**src/rtl/srp_pkg.sv**
```systemverilog
// types, constants and functions of the seeded random picker
package srp_pkg;

    localparam logic [31:0] FNV_BASIS  = 32'd2166136261;
    localparam logic [31:0] FNV_PRIME  = 32'd16777619;
    localparam logic [31:0] ZERO_STEER = 32'h9e3779b9;
    localparam int unsigned INDEX_LIMIT = 256;

    typedef enum logic [1:0] {
        REQ_BEGIN = 2'd0,
        REQ_FOLD  = 2'd1,
        REQ_PICK  = 2'd2
    } req_kind_t;

    typedef struct packed {
        logic [1:0] req_type;
        logic [7:0] seed_byte;
    } srp_item_t;

    // one xorshift32 step with shifts 13, 17, 5
    function automatic logic [31:0] xorshift32(input logic [31:0] s);
        logic [31:0] t;
        begin
            t = s ^ (s << 13);
            t = t ^ (t >> 17);
            t = t ^ (t << 5);
            return t;
        end
    endfunction

endpackage

```
**src/rtl/srp_req_if.sv**
```systemverilog
// request channel: valid, ready and one request word
interface srp_req_if;
    logic       valid;
    logic       ready;
    logic [1:0] req_type;
    logic [7:0] seed_byte;

    modport source (output valid, output req_type, output seed_byte, input ready);
    modport sink   (input valid, input req_type, input seed_byte, output ready);
endinterface

```
**src/rtl/srp_res_if.sv**
```systemverilog
// result channel: valid, ready and one result word
interface srp_res_if;
    logic       valid;
    logic       ready;
    logic [7:0] picked_index;
    logic       no_tracks;

    modport source (output valid, output picked_index, output no_tracks, input ready);
    modport sink   (input valid, input picked_index, input no_tracks, output ready);
endinterface

```
**src/rtl/srp_in_stage.sv**
```systemverilog
// input register for request words
module srp_in_stage (
    input  logic                clk,
    input  logic                rst_n,
    srp_req_if.sink             req,
    output logic                item_valid,
    output srp_pkg::srp_item_t  item,
    input  logic                item_take
);

    logic               valid_reg;
    logic               valid_next;
    srp_pkg::srp_item_t item_reg;
    logic               accept;

    assign req.ready  = !valid_reg || item_take;
    assign accept     = req.valid && req.ready;
    assign item_valid = valid_reg;
    assign item       = item_reg;

    always_comb
    begin
        valid_next = valid_reg;
        if (accept)
        begin
            valid_next = 1'b1;
        end
        else if (item_take)
        begin
            valid_next = 1'b0;
        end
    end

    always_ff @(posedge clk or negedge rst_n)
    begin
        if (!rst_n)
        begin
            valid_reg <= 1'b0;
        end
        else
        begin
            valid_reg <= valid_next;
        end
    end

    always_ff @(posedge clk)
    begin
        if (accept)
        begin
            item_reg.req_type  <= req.req_type;
            item_reg.seed_byte <= req.seed_byte;
        end
    end

endmodule

```
**src/rtl/srp_core.sv**
```systemverilog
// generator state, pick logic and result register
module srp_core #(
    parameter int unsigned MAX_TRACKS = 256
) (
    input  logic                clk,
    input  logic                rst_n,
    input  logic                item_valid,
    input  srp_pkg::srp_item_t  item,
    output logic                item_take,
    input  logic                cfg_we,
    input  logic [8:0]          cfg_wdata,
    srp_res_if.source           res
);

    localparam int unsigned CAP = (MAX_TRACKS < srp_pkg::INDEX_LIMIT) ?
                                  MAX_TRACKS : srp_pkg::INDEX_LIMIT;
    localparam logic [8:0] CAP_W = 9'(CAP);

    logic [8:0]  count_reg;
    logic [31:0] state_reg, state_next;
    logic        first_reg, first_next;
    logic [7:0]  last_reg, last_next;
    logic        out_valid_reg, out_valid_next;
    logic [7:0]  out_index_reg, out_index_next;
    logic        out_none_reg, out_none_next;

    logic        out_free;
    logic        is_pick;
    logic [8:0]  cnt;
    logic [31:0] seed_state;
    logic [31:0] step_state;
    logic [31:0] fold_state;
    logic [40:0] scaled;
    logic [8:0]  idx_raw;
    logic [8:0]  idx_inc;
    logic [8:0]  idx_pick;

    assign out_free  = !out_valid_reg || res.ready;
    assign is_pick   = (item.req_type == srp_pkg::REQ_PICK);
    assign item_take = item_valid && (!is_pick || out_free);

    // saturate the count so every index fits in 8 bits
    assign cnt = (count_reg > CAP_W) ? CAP_W : count_reg;

    assign fold_state = (state_reg ^ {24'd0, item.seed_byte}) * srp_pkg::FNV_PRIME;
    assign seed_state = (state_reg == 32'd0) ? srp_pkg::ZERO_STEER : state_reg;
    assign step_state = srp_pkg::xorshift32(seed_state);
    assign scaled     = 41'(step_state) * 41'(cnt);
    assign idx_raw    = scaled[40:32];
    assign idx_inc    = idx_raw + 9'd1;

    always_comb
    begin
        idx_pick = idx_raw;
        if (idx_raw == {1'b0, last_reg})
        begin
            idx_pick = (idx_inc >= cnt) ? 9'd0 : idx_inc;
        end
    end

    always_comb
    begin
        state_next     = state_reg;
        first_next     = first_reg;
        last_next      = last_reg;
        out_index_next = out_index_reg;
        out_none_next  = out_none_reg;
        out_valid_next = res.ready ? 1'b0 : out_valid_reg;
        if (item_take)
        begin
            case (item.req_type)
                srp_pkg::REQ_BEGIN:
                begin
                    state_next = srp_pkg::FNV_BASIS;
                    first_next = 1'b1;
                    last_next  = 8'd0;
                end
                srp_pkg::REQ_FOLD:
                begin
                    state_next = fold_state;
                end
                srp_pkg::REQ_PICK:
                begin
                    out_valid_next = 1'b1;
                    if (cnt == 9'd0)
                    begin
                        out_index_next = 8'd0;
                        out_none_next  = 1'b1;
                    end
                    else if (first_reg)
                    begin
                        first_next     = 1'b0;
                        last_next      = 8'd0;
                        out_index_next = 8'd0;
                        out_none_next  = 1'b0;
                    end
                    else
                    begin
                        state_next     = step_state;
                        last_next      = idx_pick[7:0];
                        out_index_next = idx_pick[7:0];
                        out_none_next  = 1'b0;
                    end
                end
                default:
                begin
                    state_next = state_reg;
                end
            endcase
        end
    end

    always_ff @(posedge clk or negedge rst_n)
    begin
        if (!rst_n)
        begin
            count_reg     <= 9'd0;
            state_reg     <= srp_pkg::FNV_BASIS;
            first_reg     <= 1'b1;
            last_reg      <= 8'd0;
            out_valid_reg <= 1'b0;
        end
        else
        begin
            if (cfg_we)
            begin
                count_reg <= cfg_wdata;
            end
            state_reg     <= state_next;
            first_reg     <= first_next;
            last_reg      <= last_next;
            out_valid_reg <= out_valid_next;
        end
    end

    always_ff @(posedge clk)
    begin
        out_index_reg <= out_index_next;
        out_none_reg  <= out_none_next;
    end

    assign res.valid        = out_valid_reg;
    assign res.picked_index = out_index_reg;
    assign res.no_tracks    = out_none_reg;

endmodule

```
**src/rtl/seeded_no_repeat_random_picker.sv**
```systemverilog
// top level of the seeded no-repeat random index picker
// a pick word passes the input register, then the result register; it waits while the result stalls
// throughput: one word per cycle while no pick waits on a stalled result; begin and fold words give no result
// the path that sets the rate is the xorshift step plus the 32x9 scaling multiply
// a stalled result holds in the output register; begin and fold words still pass, a pick waits
// reset: generator at the fnv offset basis, first-pick set, last index and count zero
module seeded_no_repeat_random_picker #(
    parameter int unsigned MAX_TRACKS = 256
) (
    input  logic       clk,
    input  logic       rst_n,
    srp_req_if.sink    req,
    srp_res_if.source  res,
    input  logic       cfg_we,
    input  logic [8:0] cfg_wdata
);

    // word held between the input register and the pick logic
    logic               item_valid;
    srp_pkg::srp_item_t item;
    logic               item_take;

    // input register: frees itself whenever the core takes its word
    srp_in_stage u_in_stage (
        .clk        (clk),
        .rst_n      (rst_n),
        .req        (req),
        .item_valid (item_valid),
        .item       (item),
        .item_take  (item_take)
    );

    // state update and result register; fold and begin words never wait on the output
    srp_core #(
        .MAX_TRACKS (MAX_TRACKS)
    ) u_core (
        .clk        (clk),
        .rst_n      (rst_n),
        .item_valid (item_valid),
        .item       (item),
        .item_take  (item_take),
        .cfg_we     (cfg_we),
        .cfg_wdata  (cfg_wdata),
        .res        (res)
    );

endmodule

```
**src/flat_wrapper.sv**
```systemverilog
// flat-port wrapper written by rule: the top's interface ports become plain ports
module seeded_no_repeat_random_picker_flat 
#(
    parameter int unsigned MAX_TRACKS = 256
)
  (clk, rst_n, cfg_we, cfg_wdata, req_valid, req_req_type, req_seed_byte, req_ready, res_valid, res_picked_index, res_no_tracks, res_ready);
  srp_req_if req_i ();
  srp_res_if res_i ();
  input  logic clk;
  input  logic rst_n;
  input  logic cfg_we;
  input  logic [8:0] cfg_wdata;
  input wire logic [$bits(req_i.valid)-1:0] req_valid;
  input wire logic [$bits(req_i.req_type)-1:0] req_req_type;
  input wire logic [$bits(req_i.seed_byte)-1:0] req_seed_byte;
  output wire logic [$bits(req_i.ready)-1:0] req_ready;
  output wire logic [$bits(res_i.valid)-1:0] res_valid;
  output wire logic [$bits(res_i.picked_index)-1:0] res_picked_index;
  output wire logic [$bits(res_i.no_tracks)-1:0] res_no_tracks;
  input wire logic [$bits(res_i.ready)-1:0] res_ready;
  assign req_i.valid = req_valid;
  assign req_i.req_type = req_req_type;
  assign req_i.seed_byte = req_seed_byte;
  assign req_ready = req_i.ready;
  assign res_valid = res_i.valid;
  assign res_picked_index = res_i.picked_index;
  assign res_no_tracks = res_i.no_tracks;
  assign res_i.ready = res_ready;
  seeded_no_repeat_random_picker #(.MAX_TRACKS(MAX_TRACKS)) u_core (.clk(clk), .rst_n(rst_n), .req(req_i), .res(res_i), .cfg_we(cfg_we), .cfg_wdata(cfg_wdata));
endmodule
```
**config.mk**
```make
export PLATFORM = sky130hd
export DESIGN_NAME = seeded_no_repeat_random_picker_flat
export DESIGN_NICKNAME = d
export VERILOG_FILES = /design/src/rtl/srp_pkg.sv /design/src/rtl/srp_req_if.sv /design/src/rtl/srp_res_if.sv /design/src/rtl/srp_in_stage.sv /design/src/rtl/srp_core.sv /design/src/rtl/seeded_no_repeat_random_picker.sv /design/src/flat_wrapper.sv
export SDC_FILE = /design/constraint.sdc
export NUM_CORES = 1
export LEC_CHECK = 0
export ABC_CLOCK_PERIOD_IN_PS = 13050
export BUFFER_PORTS_ARGS = -buffer_cell sky130_fd_sc_hd__buf_2
export CORE_ASPECT_RATIO = 1.2
export CORE_MARGIN = 2
export CORE_UTILIZATION = 55
export CTS_CLUSTER_SIZE = 28
export DETAILED_ROUTE_END_ITERATION = 8
export PLACE_DENSITY = 0.83
export RECOVER_POWER = 25
export SYNTH_ARGS = -nofsm -noshare
export SYNTH_HDL_FRONTEND = slang
export SYNTH_SLANG_ARGS = --single-unit
```
**constraint.sdc**
```tcl
create_clock -name clk -period 13.05 [get_ports clk]
set_input_delay 0.6525 -clock clk [delete_from_list [all_inputs] [get_ports clk]]
set_output_delay 0.6525 -clock clk [all_outputs]
set_load 0.05 [all_outputs]
```
==> impl_metrics.toml, run 1 <==
[sta]
skew_ns = 0.01872
max_slew.worst_pin.slew_ns = 3.157
setup_viol = 0
hold_viol_final = 0
finalCritPeriodShare_pct = 82.04
max_freq_ghz = 0.09341
slew_headroom_pct = -110.5
finalSetupTns_ns = 0
rsz0062_at_grt = "no"
fin_ws_ns = 2.344
layout_min_cycle_time_ns = 10.71
slew_viol_final = 53

[clock_network]
post_cts.repair.setup_buffers = 0
cts_inserted_buffers = 9
cts.repair.resized = 0
cts_hold_buf = 0
path_clk_slew_ns = 0.07
root_buffer = "clkbuf_16"
numClockSinks = 71
clockBufferDepth = 2
h-tree-depth = 3
clk_latency_ns = 0.36
tritoncts = "done"

[yosys]
avgSynthCellArea_um2 = 8.573
synthCells = 2201
synth-edff-count = 19
synth.yosys.warnings = 0
synthDistinctLibCells = 80
syn_nets = 2774
synthArstFlopShare_pct = 73.24
yosysSeqAreaShare_pct = 10.02
ys.flop_type = "dfrtp_1"
synth_seq_cells = 71
synth_area_mm2 = 0.01887

[floorplan]
die_area_mm2 = 0.03581
coreArea_mm2 = 0.03389
num_io_pins = 35
rows = 74
die_x_um = 173.1
initial_core_util_pct = 55.68
die_height_um = 206.9

[drt]
vias = 15270
drtIter0Drc = 1250
wl_per_cell_um = 19.44
routed_via_density = 5.766
drc_errors = 0
dr.pass1.iters = 6
postRouteAntennaNets = 0
finalWirelength_um = 51510

[finish]
final_nets = 2761
design_area_mm2 = 0.01974
layout-drive-gt1-share_pct = 4.788
antenna_cells = 0
largest_reg_flops = 32
synthToLayoutAreaGrowth_pct = 4.622

[setup_path]
rr_endpoint = "u_core.u_core.last_reg[5]"
critPathMaxStageDelay_ns = 0.72
path_buf_inv = 6
crit_slowest_cell = "a221oi_1"
critPathLaunch = "u_core.u_core.state_reg[19]"
r2r_start = "u_core.u_core.state_reg[19]"
rr_worst_depth = 33
crit_path_frequent_cell = "inv_1"
crit_family = "adder cells"
crit_cells = 33
crit_fanout = 67
crit_path_start_kind = "flip-flop"
reg2reg_slack_ns = 2.34
worstPathRequired_ns = 13.32
end_kind = "flip-flop"
crit_type = "flip-flop to flip-flop"
crit_end = "u_core.u_core.last_reg[5]"
arrival_ns = 10.98

[run]
drv_cap = 1

[placement]
dpl.hpwl_um = 42630
portBuffers = 34
pre_cts_ws_ns = 2.611
place.gp.congestion = 0.9596
placed_area_mm2 = 0.01945

[grt]
groute.usage.overall_pct = 29.60
grt-ovfl-total = 0
grt_pass1_vias = 16180
grt_antenna_before_repair = 0
grt_pass1_wl_um = 83300
grt_max_degree = 68

[hold_path]
holdCritPathClass = "primary input to flip-flop"
whs_path_depth = 1

[outcome]
violations = "capacitance limit, slew limit"
outcome = "finished with violations"
## cells in the final DEF (no fill, tap or decap), drive strengths merged, types with 37 or more instances in the layout
cell   count
xnor2     77
fa       284
xor2      49
inv      491
o21ai     58
nor2     188
nand2    241
buf       42
a21oi     74
dfrtp     37
ha       265
## cell usage after synthesis, types with 29 or more instances
cell / instances / area (µm²)
fa_1: 284 / 5685
inv_1: 487 / 1828
xnor2_1: 76 / 665.6
a21oi_1: 74 / 370.4
xor2_1: 49 / 429.2
clkbuf_1: 61 / 229.0
nand3_1: 29 / 145.1
nor2_1: 188 / 705.7
nand2_1: 241 / 904.6
and2_1: 34 / 212.7
o21ai_0: 57 / 285.3
ha_1: 265 / 3316
dfrtp_1: 37 / 925.9
## logic make-up after synthesis
logic type                 Yosys count  synth area share, %
adders and majority gates          549                47.70
and+or+nand+nor                    605                14.52
muxes                               12               0.6896
AOI/OAI and AO/OA                  276                9.794
buffers and inverters              561                11.21
DFF                                 71                10.02
xor gates and xnor gates           127                6.067
## cell type report
class | count | area [µm²]
clock inverters | 7 | 72.57
inverters | 493 | 1851
repair buffers | 44 | 239.0
well taps | 456 | 570.5
clock buffers | 9 | 225.2
fillers | 2978 | 14150
multi-input cells | 1569 | 14890
flip-flops and latches | 71 | 1891
## worst min path at each step
stage,from,endpoint,slack (ns)
final,req_req_type[1],u_core.u_in_stage.item[9],0.46
after global routing,req_req_type[1],u_core.u_in_stage.item[9],0.46
after CTS,rst_n,u_core.u_core.last_reg[1],0.45
after detailed placement,u_core.u_core.last_reg[6],u_core.u_core.last_reg[6],0.51
after global placement,u_core.u_core.last_reg[6],u_core.u_core.last_reg[6],0.50
after floorplan,rst_n,u_core.u_core.count_reg[0],0.36
## layer usage
metal,up-vias,wire (µm),track usage [%]
li1,6925,-,-
met1,7545,19580,33.94
met2,621,26530,54.33
met3,183,2696,3.993
met4,0,2699,15.19
met5,-,0,0
## through the flow
stage	util, %	instances	hold WS, ns
after floorplan	-	2201	0.3569
after global placement	57.40	2633	0.4982
after detailed placement	57.40	2633	0.5078
after CTS	58.27	2649	0.4508
after global routing	58.26	2649	0.4560
final	58.26	2649	0.4581
Power of run 1 is left out: the tool's default activity adds up to more than one toggle a clock period on the data nets, which glitch-free logic cannot reach.
==> run 2, diff against run 1 <==
--- a/config.mk
+++ b/config.mk
@@ -5,7 +5,7 @@
 export SDC_FILE = /design/constraint.sdc
 export NUM_CORES = 1
 export LEC_CHECK = 0
-export ABC_CLOCK_PERIOD_IN_PS = 13050
+export ABC_CLOCK_PERIOD_IN_PS = 10700
 export BUFFER_PORTS_ARGS = -buffer_cell sky130_fd_sc_hd__buf_2
 export CORE_ASPECT_RATIO = 1.2
 export CORE_MARGIN = 2
==> constraint.sdc (replaced) <==
create_clock -name clk -period 10.7 [get_ports clk]
set_input_delay 0.535 -clock clk [delete_from_list [all_inputs] [get_ports clk]]
set_output_delay 0.535 -clock clk [all_outputs]
set_load 0.05 [all_outputs]
==> run 2 against run 1 <==
- clock skew rose by 0.0035 ns
- critical path depth rose by 2
- via count rose by 1.6%
- final area rose by 0.62%
- core utilization rose by 0.36 points
- count of clock-buffer cells in the layout rose by 1
- the flow still finishes with violations (capacitance limit, slew limit)
- die area did not move
==> impl_metrics.toml, run 2 (synthesized netlist as in run 1, its figures left out) <==
[hold_path]
holdCritPathClass = "primary input to flip-flop"
hold_end = "u_core.u_in_stage.item[1]"
hold_start = "req_seed_byte[1]"
whs_path_depth = 1

[floorplan]
die_height_um = 206.9
num_io_pins = 35
initial_core_util_pct = 55.68
die_x_um = 173.1
die_area_mm2 = 0.03581
rows = 74
coreArea_mm2 = 0.03389

[setup_path]
rr_endpoint = "u_core.u_core.last_reg[5]"
rr_worst_depth = 35
crit_slowest_cell = "dfstp_2"
crit_type = "flip-flop to flip-flop"
worstPathRequired_ns = 10.96
r2r_start = "u_core.u_core.state_reg[18]"
crit_path_frequent_cell = "inv_1"
critPathMaxStageDelay_ns = 0.65
crit_fanout = 40
arrival_ns = 10.24
end_kind = "flip-flop"
crit_path_start_kind = "flip-flop"
reg2reg_slack_ns = 0.72

[drt]
dr.pass1.iters = 5
wl_met2_um = 26080
topRoutingLayerUsed = "met4"
met1Wirelength_um = 19070
postRouteAntennaNets = 0
drc_errors = 0
drtIter0Drc = 1168
routed_via_density = 5.834
wl_per_cell_um = 19.71
finalWirelength_um = 52450
route.met3.wl_um = 3508
vias = 15520

[clock_network]
h-tree-depth = 3
cts_inserted_buffers = 9
post_cts.repair.setup_buffers = 0
numClockSinks = 71
cts_hold_buf = 0
tritoncts = "done"
cts.repair.resized = 0
path_clk_slew_ns = 0.07
root_buffer = "clkbuf_16"
clockBufferDepth = 2
clk_latency_ns = 0.37

[grt]
groute.usage.overall_pct = 30.48
grt_pass1_vias = 16840
grt_max_degree = 53
grt-ovfl-total = 0
grt_antenna_before_repair = 0
grt_pass1_wl_um = 85120

[sta]
max_freq_ghz = 0.1002
max_slew.worst_pin.slew_ns = 3.028
finalCritPeriodShare_pct = 93.29
slew_viol_final = 53
slew_headroom_pct = -101.9
timing.hold.ws_ns = 0.3448
hold_viol_final = 0
layout_min_cycle_time_ns = 9.982
setup_viol = 0
rsz0062_at_grt = "no"
finalSetupTns_ns = 0
skew_ns = 0.02221

[finish]
fill_cells = 2952
final_nets = 2773
antenna_cells = 0
synthToLayoutAreaGrowth_pct = 5.272
layout-drive-gt1-share_pct = 5.351
mostFrequentLayoutCell = "inv_1"
multiInputGateArea_mm2 = 0.01488
most-common-layout-cells = "inv_1 (487), fa_1 (284), ha_1 (265), nand2_1 (241), nor2_1 (188)"
seq_area_mm2 = 0.001891
largest_reg_flops = 32

[run]
drv_cap = 1

[placement]
dpl.hpwl_um = 43500
place.gp.congestion = 1.010
portBuffers = 34

[outcome]
violations = "capacitance limit, slew limit"
outcome = "finished with violations"
[run 2: worst max-delay path by stage]
stage	startpoint	slack [ns]	to	cells after the start
finish	u_core.u_core.state_reg[18]	0.72	u_core.u_core.last_reg[5]	35
global route	u_core.u_core.state_reg[18]	0.06	u_core.u_core.last_reg[6]	36
CTS	u_core.u_core.state_reg[18]	0.83	u_core.u_core.last_reg[5]	35
detailed placement	u_core.u_core.state_reg[18]	0.87	u_core.u_core.last_reg[5]	36
global placement	u_core.u_core.state_reg[18]	1.14	u_core.u_core.last_reg[5]	35
floorplan	u_core.u_core.state_reg[18]	1.46	u_core.u_core.res.picked_index[3]	38
[run 2: cell type report]
cell class / count / share of cell area (%)
Clock buffer: 10 / 1.153
Clock inverter: 6 / 0.5858
Inverter: 493 / 9.316
Multi-Input combinational cell: 1569 / 74.89
Sequential cell: 71 / 9.517
Tap cell: 456 / 2.872
Timing Repair Buffer: 56 / 1.663
[run 2: stage by stage]
stage	instances	cell area (µm²)	setup WS [ns]	utilization [%]
3_3_place_gp	2645	19520	1.140	57.61
3_5_place_dp	2645	19520	0.8726	57.61
2_1_floorplan	2201	18870	1.463	-
4_1_cts	2661	19870	0.8321	58.63
5_1_grt	2661	19860	0.06078	58.62
6_report	2661	19860	0.7177	58.62
[run 2: per-layer routing]
| layer | GRT usage [%] | vias up |
|---|---|---|
| met3 | 5.128 | 250 |
| li1 | - | 6941 |
| met5 | 0 | - |
| met4 | 20.31 | 0 |
| met2 | 54.41 | 739 |
| met1 | 33.72 | 7593 |
[run 2: critical path, delay by kind of cell, from the launching register on]
| family | cells | cell delay (ns) |
|---|---|---|
| buffers and inverters | 7 | 0.99 |
| adders and majority gates | 7 | 2.90 |
| xor gates and xnor gates | 2 | 0.25 |
| AOI/OAI and AO/OA | 5 | 1.26 |
| and+or+nand+nor | 14 | 3.80 |
| DFF | 1 | 0.65 |
Power of run 2 is left out for the same reason.
==> run 3, diff against run 2 <==
--- a/config.mk
+++ b/config.mk
@@ -16,4 +16,5 @@
 export RECOVER_POWER = 25
 export SYNTH_ARGS = -nofsm -noshare
 export SYNTH_HDL_FRONTEND = slang
+export SYNTH_HIERARCHICAL = 1
 export SYNTH_SLANG_ARGS = --single-unit
==> run 3 against run 2 <==
- the flow still finishes with violations (capacitance limit, slew limit)
- worst setup slack got worse by 0.18 ns
- clock skew decreased by 0.012 ns
- register-to-register slack got worse by 0.18 ns
- hold slack improved by 0.0055 ns
- die area increased by 0.17%
- final area decreased by 0.47%
- cell count decreased by 1.2%
- count of clock-buffer cells in the layout decreased by 1
- critical endpoint is now u_core/u_core/res.picked_index[5]
- largest cell class unchanged
==> impl_metrics.toml, run 3 <==
[outcome]
outcome = "finished with violations"
violations = "capacitance limit, slew limit"

[yosys]
synthArstFlopShare_pct = 73.24
synth_top_area_share_pct = 30.08
synth_top_family_by_area = "adder cells"
synthMuxAreaShare_pct = 0.6421
ys.flop_type = "dfrtp_1"
synthSimpleGateAreaFrac_pct = 14.10
syn_nets = 2745
synth-xor-area-share_pct = 5.997
synth-edff-count = 19
synth_compound_area_share_pct = 9.770
synth_area_leader_cell = "fa_1"
synth_area_mm2 = 0.01890
synthDistinctLibCells = 96
synthCells = 2172
synth.yosys.warnings = 6
yosysSeqAreaShare_pct = 10.00
synth_seq_cells = 71
synth-adder-area-share_pct = 47.62
ys_top_cells_by_count = "inv_1 (489), fa_1 (284), ha_1 (265), nand2_1 (227), nor2_1 (181)"
ys_top_cells_by_area = "fa_1 (30%), ha_1 (18%), inv_1 (9.7%), dfrtp_1 (4.9%), nand2_1 (4.5%)"
avgSynthCellArea_um2 = 8.703
synthMostInstantiatedCell = "inv_1"

[clock_network]
numClockSinks = 71
clk_latency_ns = 0.36
clockBufferDepth = 2
h-tree-depth = 3
tritoncts = "done"
path_clk_slew_ns = 0.07
root_buffer = "clkbuf_16"
post_cts.repair.setup_buffers = 0
cts_inserted_buffers = 9

[setup_path]
crit_fanout = 21
rr_endpoint = "u_core/u_core/res.picked_index[5]"
crit_path_start_kind = "flip-flop"
rr_worst_depth = 31
critPathLaunch = "u_core/u_core/state_reg[13]"
crit_end = "u_core/u_core/res.picked_index[5]"
end_kind = "flip-flop"
reg2reg_slack_ns = 0.54
arrival_ns = 10.32
r2r_start = "u_core/u_core/state_reg[13]"
crit_type = "flip-flop to flip-flop"
critPathMaxStageDelay_ns = 0.55
crit_slowest_cell = "fa_1"
worstPathRequired_ns = 10.86

[grt]
groute.usage.overall_pct = 28.24
grt_pass1_wl_um = 81680
grt_pass1_vias = 16310
grt_antenna_before_repair = 0
grt_max_degree = 53
grt-ovfl-total = 0

[sta]
slew_viol_final = 53
setup_viol = 0
max_slew.worst_pin.slew_ns = 3.059
layout_min_cycle_time_ns = 10.16
finalSetupTns_ns = 0
max_freq_ghz = 0.09839
timing.hold.ws_ns = 0.3504
slew_headroom_pct = -103.9
finalCritPeriodShare_pct = 94.98
skew_ns = 0.009961
hold_viol_final = 0

[floorplan]
die_height_um = 207.1
num_io_pins = 35
initial_core_util_pct = 55.63
die_area_mm2 = 0.03587
die_x_um = 173.2
coreArea_mm2 = 0.03398
rows = 74

[finish]
synthToLayoutAreaGrowth_pct = 4.601
mostFrequentLayoutCell = "inv_1"
antenna_cells = 0
layout-drive-gt1-share_pct = 6.538
largest_reg_flops = 32
final_nets = 2740
fin_util_pct = 58.19
most-common-layout-cells = "inv_1 (489), fa_1 (284), ha_1 (265), nand2_1 (226), nor2_1 (181)"
instances_no_fill = 2628

[drt]
wl_per_cell_um = 18.68
drc_errors = 0
vias = 15150
postRouteAntennaNets = 0
drtIter0Drc = 1435
dr.pass1.iters = 5
routed_via_density = 5.766
finalWirelength_um = 49080

[hold_path]
whs_path_depth = 1
holdCritPathClass = "primary input to flip-flop"

[placement]
place.gp.congestion = 0.9474
dpl.hpwl_um = 40870
placedCellCount = 2612
portBuffers = 34

[run]
drv_cap = 1
## run 3: per-stage QoR
stage | area, µm² | setup WS [ns]
floorplan | 18900 | 1.326
global placement | 19470 | 0.7818
detailed placement | 19470 | 0.4226
CTS | 19750 | 0.3966
global route | 19770 | -0.05721
finish | 19770 | 0.5368
## run 3: cells by family (layout without fill, tap and decap cells)
family | count (synthesis) | after routing
AOI/OAI and AO/OA | 273 | 273
xor gates and xnor gates | 127 | 127
adders and majority gates | 549 | 549
buffers and inverters | 570 | 570
DFF | 71 | 71
muxes | 11 | 11
and+or+nand+nor | 571 | 571
## run 3: cell type report
type,instances,area [µm²]
tap,456,570.5
clock inverter,7,61.31
sequential,71,1891
fill,2842,14210
inverter,495,1858
timing repair buffer,59,352.8
clock buffer,9,225.2
multi-input combinational,1531,14810
## run 3: worst min-delay path by stage
stage	endpoint	slack, ns	startpoint
floorplan	u_core/u_core/count_reg[0]	0.24	rst_n
global placement	u_core/u_core/first_reg	0.49	u_core/u_core/first_reg
detailed placement	u_core/u_core/last_reg[6]	0.52	u_core/u_core/last_reg[6]
CTS	u_core/u_core/last_reg[1]	0.32	rst_n
global route	u_core/u_in_stage/item[0]	0.35	req_seed_byte[0]
finish	u_core/u_in_stage/item[8]	0.35	req_req_type[0]
## run 3: layer usage
metal  vias up  share of wire, %  GRT usage, %  routed length [µm]
li1       6808                 -             -                   -
met4         0               6.5         16.31                3207
met3       233               6.6         4.442                3216
met1      7385                39         34.52               18920
met2       726                48         47.46               23740
met5         -                 0             0                   0
## run 3: what timing repair did
item	4_1_cts	5_1_grt
setup endpoints to repair	0	13
gates resized for setup	0	5
hold buffers	0	0
## run 3: critical path: cells and delay by family (launching register included)
family,cells,cell delay (ns)
XOR/XNOR,2,0.50
AO/OA/AOI/OAI,9,2.58
buffers and inverters,3,0.25
adder cells (fa/ha/maj),8,3.27
flip-flops,1,0.51
AND/OR/NAND/NOR,9,2.83
Power of run 3 is left out for the same reason.
